### src/hw/rtl/sh_pkg.sv
`default_nettype none
package sh_pkg;

	localparam int unsigned WORD_W = 64;
	localparam int unsigned TAIL_W = 3;
	localparam int unsigned BLK_W = 5;
	localparam int unsigned ADDR_W = 4;
	localparam int unsigned RND_W = 3;

	// rounds per compression and per finalization
	localparam int unsigned C_ROUNDS = 2;
	localparam int unsigned D_ROUNDS = 4;

	localparam logic [WORD_W-1:0] LANE_C0 = 64'h736f6d6570736575;
	localparam logic [WORD_W-1:0] LANE_C1 = 64'h646f72616e646f6d;
	localparam logic [WORD_W-1:0] LANE_C2 = 64'h6c7967656e657261;
	localparam logic [WORD_W-1:0] LANE_C3 = 64'h7465646279746573;
	localparam logic [WORD_W-1:0] FINAL_XOR = 64'h00000000000000ff;

	// register select is paddr[3]; the low bits address bytes within the word
	localparam logic REG_KEY_LOW = 1'b0;
	localparam logic REG_KEY_HIGH = 1'b1;

	typedef struct packed {
		logic [WORD_W-1:0] v0;
		logic [WORD_W-1:0] v1;
		logic [WORD_W-1:0] v2;
		logic [WORD_W-1:0] v3;
	} sh_lanes_t;

	// request from the input register to the round engine
	typedef struct packed {
		logic              start;
		logic              last;
		logic [TAIL_W-1:0] tail;
		logic [WORD_W-1:0] word;
	} sh_req_t;

	// engine status back to the top level
	typedef struct packed {
		logic idle;
		logic done;
	} sh_stat_t;

	function automatic sh_lanes_t sh_round(input sh_lanes_t v);
		logic [WORD_W-1:0] a, b, c, d;
		sh_lanes_t r;
		a = v.v0;
		b = v.v1;
		c = v.v2;
		d = v.v3;
		a = a + b;
		b = {b[50:0], b[63:51]};
		b = b ^ a;
		a = {a[31:0], a[63:32]};
		c = c + d;
		d = {d[47:0], d[63:48]};
		d = d ^ c;
		a = a + d;
		d = {d[42:0], d[63:43]};
		d = d ^ a;
		c = c + b;
		b = {b[46:0], b[63:47]};
		b = b ^ c;
		c = {c[31:0], c[63:32]};
		r.v0 = a;
		r.v1 = b;
		r.v2 = c;
		r.v3 = d;
		return r;
	endfunction

endpackage
`default_nettype wire

### src/hw/rtl/sh_ifs.sv
`default_nettype none
interface sh_in_if import sh_pkg::*; ();
	logic              valid;
	logic              ready;
	logic [WORD_W-1:0] message_word;
	logic [TAIL_W-1:0] tail_bytes;
	logic              last;

	modport source(output valid, output message_word, output tail_bytes, output last,
		input ready);
	modport sink(input valid, input message_word, input tail_bytes, input last,
		output ready);
endinterface

interface sh_out_if import sh_pkg::*; ();
	logic              valid;
	logic              ready;
	logic [WORD_W-1:0] hash;

	modport source(output valid, output hash, input ready);
	modport sink(input valid, input hash, output ready);
endinterface
`default_nettype wire

### src/hw/rtl/sh_core.sv
`default_nettype none
module sh_core import sh_pkg::*; (
	input  wire logic              clk,
	input  wire logic              arst_n,
	input  wire sh_req_t           req,
	input  wire logic [WORD_W-1:0] key_low,
	input  wire logic [WORD_W-1:0] key_high,
	input  wire logic              out_free,
	output sh_stat_t               stat,
	output logic [WORD_W-1:0]      hash
);

	localparam logic [RND_W-1:0] RND_BLOCK = RND_W'(C_ROUNDS - 1);
	localparam logic [RND_W-1:0] RND_LAST = RND_W'(C_ROUNDS + D_ROUNDS - 1);
	localparam logic [RND_W-1:0] RND_ONE = RND_W'(1);

	sh_lanes_t         v_q;
	logic [RND_W-1:0]  rnd_q;
	logic [WORD_W-1:0] m_q;
	logic              last_q;
	logic              in_msg_q;
	logic [BLK_W-1:0]  blk_q;

	sh_lanes_t         base, prep, rnd_in, rnd_out, post;
	logic [BLK_W-1:0]  blk_eff;
	logic [WORD_W-1:0] m_in;
	logic              busy, final_rnd, stall, post_pt;

	always_comb begin
		blk_eff = in_msg_q ? blk_q : '0;
		if (in_msg_q) begin
			base = v_q;
		end else begin
			base.v0 = key_low ^ LANE_C0;
			base.v1 = key_high ^ LANE_C1;
			base.v2 = key_low ^ LANE_C2;
			base.v3 = key_high ^ LANE_C3;
		end

		// final block: tail bytes below, length byte on top
		if (req.last) begin
			m_in = '0;
			for (int i = 0; i < 7; i++) begin
				if (TAIL_W'(i) < req.tail) begin
					m_in[8*i +: 8] = req.word[8*i +: 8];
				end
			end
			m_in[63:56] = {blk_eff, req.tail};
		end else begin
			m_in = req.word;
		end

		prep = base;
		prep.v3 = base.v3 ^ m_in;
		rnd_in = req.start ? prep : v_q;
		rnd_out = sh_round(rnd_in);

		busy = (rnd_q != '0);
		final_rnd = busy && last_q && (rnd_q == RND_ONE);
		stall = final_rnd && !out_free;
		// end of compression: close the block into v0, flag finalization in v2
		post_pt = busy && (rnd_q == (last_q ? RND_W'(D_ROUNDS + C_ROUNDS - 1) : RND_BLOCK));
		post = rnd_out;
		if (post_pt) begin
			post.v0 = rnd_out.v0 ^ m_q;
			if (last_q) begin
				post.v2 = rnd_out.v2 ^ FINAL_XOR;
			end
		end

		stat.idle = !busy;
		stat.done = final_rnd && out_free;
		hash = rnd_out.v0 ^ rnd_out.v1 ^ rnd_out.v2 ^ rnd_out.v3;
	end

	always_ff @(posedge clk or negedge arst_n) begin
		if (!arst_n) begin
			rnd_q <= '0;
			in_msg_q <= 1'b0;
			blk_q <= '0;
		end else if (req.start) begin
			rnd_q <= req.last ? RND_LAST : RND_BLOCK;
			in_msg_q <= !req.last;
			blk_q <= req.last ? '0 : blk_eff + BLK_W'(1);
		end else if (busy && !stall) begin
			rnd_q <= rnd_q - RND_ONE;
		end
	end

	always_ff @(posedge clk) begin
		if (req.start) begin
			v_q <= rnd_out;
			m_q <= m_in;
			last_q <= req.last;
		end else if (busy && !stall) begin
			v_q <= post;
		end
	end

endmodule
`default_nettype wire

### src/hw/rtl/siphash_2_4_keyed_hash.sv
`default_nettype none
// SipHash-2-4 engine. Load the 128-bit key through the APB port (key_low at
// 0x0, key_high at 0x8, 64-bit data), then stream a message as words on msg:
// every word with last low is one full 8-byte little-endian block, the word
// with last high holds the 0 to 7 tail bytes (tail_bytes says how many) and
// closes the message; one hash word then appears on res. A single SipRound
// unit does one round per cycle unless stalled, so a full block takes 2
// rounds and the closing word 6 (2 compression plus 4 finalization rounds);
// a new word enters the engine only once the last one's rounds are done. The
// hash lands in the output register after the closing word's rounds, later
// when the engine is still busy with an earlier word. An input register
// and an output register decouple both sides: msg keeps taking words while a
// finished hash waits, and only the last finalization round waits on res.
// The key is sampled when the first word of a message enters the engine.
module siphash_2_4_keyed_hash import sh_pkg::*; (
	input  wire logic              clk,
	input  wire logic              arst_n,
	sh_in_if.sink                  msg,
	sh_out_if.source               res,
	input  wire logic              psel,
	input  wire logic              penable,
	input  wire logic              pwrite,
	input  wire logic [ADDR_W-1:0] paddr,
	input  wire logic [WORD_W-1:0] pwdata,
	output logic [WORD_W-1:0]      prdata,
	output logic                   pready
);

	// key registers
	logic [WORD_W-1:0] key_low_q, key_high_q;
	logic              cfg_wr;

	// input register
	logic              pend_v_q;
	logic [WORD_W-1:0] pend_word_q;
	logic [TAIL_W-1:0] pend_tail_q;
	logic              pend_last_q;

	// output register
	logic              out_v_q;
	logic [WORD_W-1:0] hash_q;

	sh_req_t           req;
	sh_stat_t          stat;
	logic [WORD_W-1:0] core_hash;
	logic              msg_acc, res_acc;

	assign pready = 1'b1;
	assign cfg_wr = psel && penable && pwrite && pready;

	always_comb begin
		unique case (paddr[3])
			REG_KEY_LOW:  prdata = key_low_q;
			REG_KEY_HIGH: prdata = key_high_q;
			default:      prdata = '0;
		endcase
	end

	always_ff @(posedge clk or negedge arst_n) begin
		if (!arst_n) begin
			key_low_q <= '0;
			key_high_q <= '0;
		end else if (cfg_wr) begin
			unique case (paddr[3])
				REG_KEY_LOW:  key_low_q <= pwdata;
				REG_KEY_HIGH: key_high_q <= pwdata;
				default:      ;
			endcase
		end
	end

	// a waiting word enters the engine as soon as the round unit is free
	assign req.start = pend_v_q && stat.idle;
	assign req.last = pend_last_q;
	assign req.tail = pend_tail_q;
	assign req.word = pend_word_q;

	assign msg.ready = !pend_v_q || req.start;
	assign msg_acc = msg.valid && msg.ready;

	always_ff @(posedge clk or negedge arst_n) begin
		if (!arst_n) begin
			pend_v_q <= 1'b0;
		end else if (msg_acc) begin
			pend_v_q <= 1'b1;
		end else if (req.start) begin
			pend_v_q <= 1'b0;
		end
	end

	always_ff @(posedge clk) begin
		if (msg_acc) begin
			pend_word_q <= msg.message_word;
			pend_tail_q <= msg.tail_bytes;
			pend_last_q <= msg.last;
		end
	end

	sh_core u_core (
		.clk      (clk),
		.arst_n   (arst_n),
		.req      (req),
		.key_low  (key_low_q),
		.key_high (key_high_q),
		.out_free (!out_v_q || res.ready),
		.stat     (stat),
		.hash     (core_hash)
	);

	assign res.valid = out_v_q;
	assign res.hash = hash_q;
	assign res_acc = res.valid && res.ready;

	always_ff @(posedge clk or negedge arst_n) begin
		if (!arst_n) begin
			out_v_q <= 1'b0;
		end else if (stat.done) begin
			out_v_q <= 1'b1;
		end else if (res_acc) begin
			out_v_q <= 1'b0;
		end
	end

	always_ff @(posedge clk) begin
		if (stat.done) begin
			hash_q <= core_hash;
		end
	end

	// a finished hash never overwrites one that is still waiting
	a_no_overwrite: assert property (@(posedge clk) disable iff (!arst_n)
		stat.done |-> (!out_v_q || res.ready))
		else $error("hash produced while output register is full");

	// a word taken while the engine is busy is held, not dropped
	a_pend_held: assert property (@(posedge clk) disable iff (!arst_n)
		(pend_v_q && !stat.idle) |=> pend_v_q)
		else $error("pending word lost while engine busy");

	// a hash follows only a closing word that entered the engine
	a_done_after_last: assert property (@(posedge clk) disable iff (!arst_n)
		$rose(out_v_q) |-> $past(!stat.idle))
		else $error("hash without an active message");

endmodule
`default_nettype wire

### src/flat_wrapper.sv
// flat-port wrapper written by rule: the top's interface ports become plain ports
module siphash_2_4_keyed_hash_flat import sh_pkg::*;
  (clk, arst_n, psel, penable, pwrite, paddr, pwdata, prdata, pready, msg_valid, msg_message_word, msg_tail_bytes, msg_last, msg_ready, res_valid, res_hash, res_ready);
  sh_in_if msg_i ();
  sh_out_if res_i ();
  input  wire logic clk;
  input  wire logic arst_n;
  input  wire logic psel;
  input  wire logic penable;
  input  wire logic pwrite;
  input  wire logic [ADDR_W-1:0] paddr;
  input  wire logic [WORD_W-1:0] pwdata;
  output logic [WORD_W-1:0] prdata;
  output logic pready;
  input wire logic [$bits(msg_i.valid)-1:0] msg_valid;
  input wire logic [$bits(msg_i.message_word)-1:0] msg_message_word;
  input wire logic [$bits(msg_i.tail_bytes)-1:0] msg_tail_bytes;
  input wire logic [$bits(msg_i.last)-1:0] msg_last;
  output wire logic [$bits(msg_i.ready)-1:0] msg_ready;
  output wire logic [$bits(res_i.valid)-1:0] res_valid;
  output wire logic [$bits(res_i.hash)-1:0] res_hash;
  input wire logic [$bits(res_i.ready)-1:0] res_ready;
  assign msg_i.valid = msg_valid;
  assign msg_i.message_word = msg_message_word;
  assign msg_i.tail_bytes = msg_tail_bytes;
  assign msg_i.last = msg_last;
  assign msg_ready = msg_i.ready;
  assign res_valid = res_i.valid;
  assign res_hash = res_i.hash;
  assign res_i.ready = res_ready;
  siphash_2_4_keyed_hash u_core (.clk(clk), .arst_n(arst_n), .msg(msg_i), .res(res_i), .psel(psel), .penable(penable), .pwrite(pwrite), .paddr(paddr), .pwdata(pwdata), .prdata(prdata), .pready(pready));
endmodule
### config.mk
export PLATFORM = sky130hd
export DESIGN_NAME = siphash_2_4_keyed_hash_flat
export DESIGN_NICKNAME = d
export VERILOG_FILES = /design/src/hw/rtl/sh_pkg.sv /design/src/hw/rtl/sh_ifs.sv /design/src/hw/rtl/sh_core.sv /design/src/hw/rtl/siphash_2_4_keyed_hash.sv /design/src/flat_wrapper.sv
export SDC_FILE = /design/constraint.sdc
export NUM_CORES = 2
export LEC_CHECK = 0
export CAP_MARGIN = 20
export CORE_MARGIN = 3
export CORE_UTILIZATION = 28
export CTS_CLUSTER_SIZE = 10
export DETAILED_ROUTE_END_ITERATION = 8
export DONT_BUFFER_PORTS = 1
export PLACE_DENSITY = 0.5
export SYNTH_ARGS = -nofsm -noshare
export SYNTH_HDL_FRONTEND = slang
export SYNTH_HIERARCHICAL = 1
export SYNTH_SLANG_ARGS = --single-unit
### constraint.sdc
create_clock -name clk -period 13.8 [get_ports clk]
set_input_delay 0.69 -clock clk [delete_from_list [all_inputs] [get_ports clk]]
set_output_delay 0.69 -clock clk [all_outputs]
set_load 0.02 [all_outputs]
* Yosys cells after proc, flatten, opt, wreduce, memory -nomap -nowiden *
Cells that the tools add are included.

storage, ports and cells
  register bits after elaboration = 592
  input bits = 143
  output and inout bits = 131
  word-level logic and storage cells = 98

operators by class
  multiplexer cells = 26
  magnitude comparators = 7
  equal/unequal tests = 2
  add/subtract/negate cells = 6
  reduce and logical (&&, ||, !) cells = 25
  bitwise operators = 15

operator list
  kind                                               count
  two-way mux 256 bit                                4
  XOR 64 bit                                         9
  adder 64 bit                                       4
  two-way mux 64 bit                                 2
  case mux 64 bit (2 select lines)                   1
  two-way mux 8 bit                                  9
  inverter 37 bit                                    1
  inverter 35 bit                                    1
  inverter 34 bit                                    1
  inverter 32 bit                                    1
  two-way mux 3 bit                                  4
  logical AND 1 bit                                  11
  two-way mux 5 bit                                  2
  < comparator 3 bit, first input constant           3
  inverter 8 bit                                     1
  zero test 1 bit                                    6
  < comparator 1 x 3 -> 1 bit, first input constant  2
  < comparator 2 x 3 -> 1 bit, first input constant  2
  nonzero test 2 bit                                 3
  adder 5 x 1 -> 5 bit, second input constant        1
  two-way mux 1 bit                                  4
  AND reduction 2 bit                                2
  == test 3 x 1 -> 1 bit, second input constant      1
  == test 3 bit                                      1
  4 further kinds                                    5

* Depth between registers and ports, before layout *
  word-level depth = 13
  mapped depth = 42
  depth with buffers taken out = 35

* Hierarchy *
Netlist, hierarchy kept.

modules (own cells, without submodules)
  module                  times used  cells an instance  area an instance (um^2)  sequential area each (um^2)
  sh_core                 1           4092               34516.9                  9864.5
  siphash_2_4_keyed_hash  1           484                9838.2                   7216.9

* Worst setup path before layout *
OpenSTA, ideal clock, no wires.

  path kind = register to register
  start point = register u_core.u_core.rnd_q[0]
  end point = register u_core.hash_q[14] (netlist: u_core/res.hash[14]) (data pin)
  arrival = 9556 ps
  cell stages (with the launch flop) = 41
  slack = 3980 ps
  period minus slack after synthesis = 9820 ps
  data required time = 13537 ps
  setup time = 263 ps
  cells stage by stage = dfrtp_1 > inv_1 > ha_1 > nor2b_1 > and2_1 > buf_4 > nand2b_1 > buf_2 > clkbuf_1 > clkbuf_1 > clkbuf_1 > clkbuf_1 > clkbuf_1 > o21ai_0 > ha_1 > inv_1 > fa_1 > nand2b_1 > (+5 left out) > nor2b_1 > nor2b_1 > xnor2_1 > xnor2_1 > inv_1 > ha_1 > clkbuf_1 > o21ai_0 > nor2_1 > or4_1 > a41oi_1 > a21bo_2 > a41o_1 > a31oi_1 > xnor2_1 > xor2_1 > xnor2_1 > xor2_1

RTL lines
  what                      RTL line                       source
  start: declaration        sh_core.sv:18                  logic [RND_W-1:0] rnd_q;
  start signal: assignment  sh_core.sv:82                  rnd_q <= req.last ? RND_LAST : RND_BLOCK;
  start signal: assignment  sh_core.sv:86                  rnd_q <= rnd_q - RND_ONE;
  end signal: assignment    siphash_2_4_keyed_hash.sv:126  hash_q <= core_hash;
  end: declaration          siphash_2_4_keyed_hash.sv:41   logic [WORD_W-1:0] hash_q;

==> impl_metrics.csv <==
group,metric,value,unit
clock_network,clkSlewWorstSetupHoldPaths,0.06,ns
detailed_routing,post_drt_wl_per_cell,38.0,µm
critical_path,slowest_delay,0.97,ns
floorplan,floorplan.initialDensity,28.3,%
floorplan,io_pins,274,
critical_path,timing.critical_path.to_type,"flip-flop",
synthesis,nets_in_the_synthesized_netlist,4979,
placement,place_congestion,1.04,
global_routing,gr-usage-all-layers,30.5,%
clock_network,htree_levels,3,
synthesis,yosys_most_used_dff,"edfxtp_1",
cells_and_area,layout.nets,5014,
clock_network,num_cts_buffers,80,
timing,grt_setup_unrepaired,"no",
timing,relative_slew_slack,6.76,%
clock_network,clockRootBuffer,"clkbuf_16",
detailed_routing,met3WireLength,19100,µm
global_routing,grt-ovfl-total,0,
detailed_routing,drtPass1Iterations,6,
detailed_routing,route.layer.met1.wl,110000,µm
floorplan,fp.dieArea,163000,µm²
timing,setup-violations-final,0,
synthesis,share_of_the_synthesized_area_in_the_top_cell_type,30.7,%
floorplan,die_h,404,µm
timing,number_of_pins_with_negative_max_slew_slack_in_the_final_report,0,
clock_network,tritoncts_clock_tree,"yes",
critical_path,crit_arrival,11.91,ns
critical_path,cp.required,14.22,ns
floorplan,core_area,157000,µm²
synthesis,synth_commonest_cells,"nand2_1, xnor2_1, edfxtp_1",
synthesis,synth.yosys.seq_area_share,38.5,%
clock_network,cts_hold_repair.buffers,2,
placement,port-buffer-count,0,
detailed_routing,detail_route.vias_per_cell,5.61,
synthesis,synthTopCellsByArea,"edfxtp_1, xnor2_1, dfrtp_1, ha_1, xor2_1",
synthesis,ys_async_rst_share,23.5,%
clock_network,clk_latency,0.74,ns
cells_and_area,area.growth.synth_to_final,12.9,%
critical_path,cpMaxStageDelayCell,"a211oi_2",
timing,timing.fmax,87.0,MHz
synthesis,synth_enable_flop_cells,453,
synthesis,postSynthRegisterBits,592,
critical_path,crit_path_max_fanout,106,
synthesis,synth_most_common_cell,"nand2_1",
global_routing,initial_antenna_violation_count,19,
timing,tns,0,ns
timing,post-route-period-util,83.2,%
clock_network,cts_post_setup_buffers_inserted,0,
detailed_routing,routed-wl-met2,111000,µm
global_routing,global_route_wire_length_before_repair,335000,µm
cells_and_area,layout-drive-gt1-share,11.4,%
detailed_routing,detailedRoute.firstIterationViolations,4397,
detailed_routing,routed.top_layer,"met5",
clock_network,cts_sinks,592,
detailed_routing,wl,256000,µm
timing,timing.final.hold_violations,0,
synthesis,synth.avg_cell_area,9.69,µm²
critical_path,critPathKind,"flip-flop to flip-flop",
job,number_of_max_cap_violations,0,
clock_network,max-clock-path-buffers,3,
synthesis,synth.largest_area_cell,"edfxtp_1",
global_routing,first_global_vias,36200,
timing,finalWorstPathRequiredPeriod,11.49,ns
timing,max_slew.worst_pin.slew,1.39,ns
critical_path,cp-start-kind,"flip-flop",
synthesis,synth_cell_types,102,
floorplan,row_count,145,
timing,finClkSkew,0.0469,ns
detailed_routing,route.vias.total,37800,
global_routing,maximum_number_of_pins_on_one_net_before_global_route_repair,140,
synthesis,synth.cell_area,44400,µm²
worst_hold_path,hold_class,"input port to flip-flop",
detailed_routing,drt_drc_violations_left,0,
synthesis,syn-instance-count,4576,
status,status,"finished clean",
clock_network,cts_resized,0,
floorplan,die_width,404,µm
placement,sum_of_net_half_perimeters_after_detailed_placement,216000,µm
cells_and_area,post-route-util,31.9,%
cells_and_area,fillCellCount,16500,
detailed_routing,postRouteAntennaNets,0,
synthesis,yosysWarningCount,6,
critical_path,worst_path_most_repeated_cell,"xnor2_1",
## cells by family after synthesis
group                    count (synthesis)  synth area share, %
AO/OA/AOI/OAI                         1207                 16.8
flip-flops                             592                 38.5
adder cells (fa/ha/maj)                260                 7.40
XOR/XNOR                               780                 15.9
other                                    1              0.00845
multiplexers                           221                 6.04
buffers and inverters                  394                 3.58
AND/OR/NAND/NOR                       1121                 11.7
## registers in the layout, summed over array words and instances, names as in the netlist, 3 cells and up
register,flops
u_core/pend_word_q,64
u_core/u_core/v_q,256
u_core/u_core/rnd_q,3
u_core/u_core/blk_q,5
u_core/res.hash,64
u_core/key_high_q,64
u_core/key_low_q,64
u_core/pend_tail_q,3
u_core/u_core/m_q,64
## routing by layer
| metal | global-route usage (%) | vias up |
|---|---|---|
| li1 | - | 16500 |
| met1 | 40.7 | 19200 |
| met2 | 46.5 | 1790 |
| met3 | 6.05 | 399 |
| met4 | 16.4 | 6 |
| met5 | 0 | - |
## worst paths after layout
path                                                         start                            endpoint  slack [ns]  depth (start not counted)
worst min-delay path                          msg_message_word[41]    u_core/pend_word_q[41]$_DFFE_PP_        0.08                          0
worst max register to register  u_core/u_core/rnd_q[0]$_DFFE_PN0P_       u_core/res.hash[59]$_DFFE_PP_        2.31                         30
min in group asynchronous                                   arst_n    u_core/key_low_q[44]$_DFFE_PN0P_        0.62                          2
max in group asynchronous                                   arst_n  u_core/u_core/in_msg_q$_DFFE_PN0P_       12.39                          2
worst min register to register  u_core/u_core/rnd_q[1]$_DFFE_PN0P_  u_core/u_core/rnd_q[1]$_DFFE_PN0P_        0.52                          2
worst max-delay path            u_core/u_core/rnd_q[0]$_DFFE_PN0P_       u_core/res.hash[59]$_DFFE_PP_        2.31                         30
## worst max-delay path, delay by kind of cell (launching register included)
family | cells | cell delay (ns)
AOI/OAI and AO/OA | 8 | 2.99
xor gates and xnor gates | 6 | 2.31
adders and majority gates | 3 | 1.47
buffers and inverters | 3 | 0.75
DFF | 1 | 0.38
and+or+nand+nor | 10 | 3.11
## final cells by class
class | instances | area (µm²) | area share [%]
Clock buffer | 117 | 2180 | 4.36
Tap cell | 2058 | 2570 | 5.14
Inverter | 199 | 747 | 1.49
Sequential cell | 592 | 17100 | 34.1
Multi-Input combinational cell | 3590 | 25900 | 51.8
Antenna cell | 7 | 17.5 | 0.0350
Timing Repair Buffer | 148 | 1170 | 2.34
Clock inverter | 29 | 368 | 0.735
## per-stage QoR
| stage | setup WS, ns | area [µm²] | cells | hold slack, ns |
|---|---|---|---|---|
| global placement | 2.75 | 47400 | 6574 | 0.402 |
| floorplan | 3.98 | 44400 | 4576 | 0.394 |
| detailed placement | 2.64 | 47400 | 6581 | 0.404 |
| finish | 2.31 | 50100 | 6740 | 0.0761 |
| global route | 2.03 | 50100 | 6734 | 0.0393 |
| CTS | 2.56 | 50000 | 6729 | 0.0276 |
## placed cells by master (no fill, tap or decap), drive strengths merged, types with 67 or more instances in the layout
cell type | synthesis | final
a21o | 161 | 161
a21oi | 367 | 367
and2 | 74 | 74
buf | 51 | 146
clkbuf | 144 | 118
dfrtp | 139 | 139
edfxtp | 453 | 453
ha | 256 | 256
inv | 199 | 207
mux2 | 193 | 193
nand2 | 544 | 544
nand3 | 114 | 114
nand4 | 67 | 67
nor2 | 158 | 158
o21ai | 321 | 321
xnor2 | 492 | 492
xor2 | 280 | 280
Power is left out: the tool's default activity adds up to more than one toggle a clock period on the data nets, which glitch-free logic cannot reach.
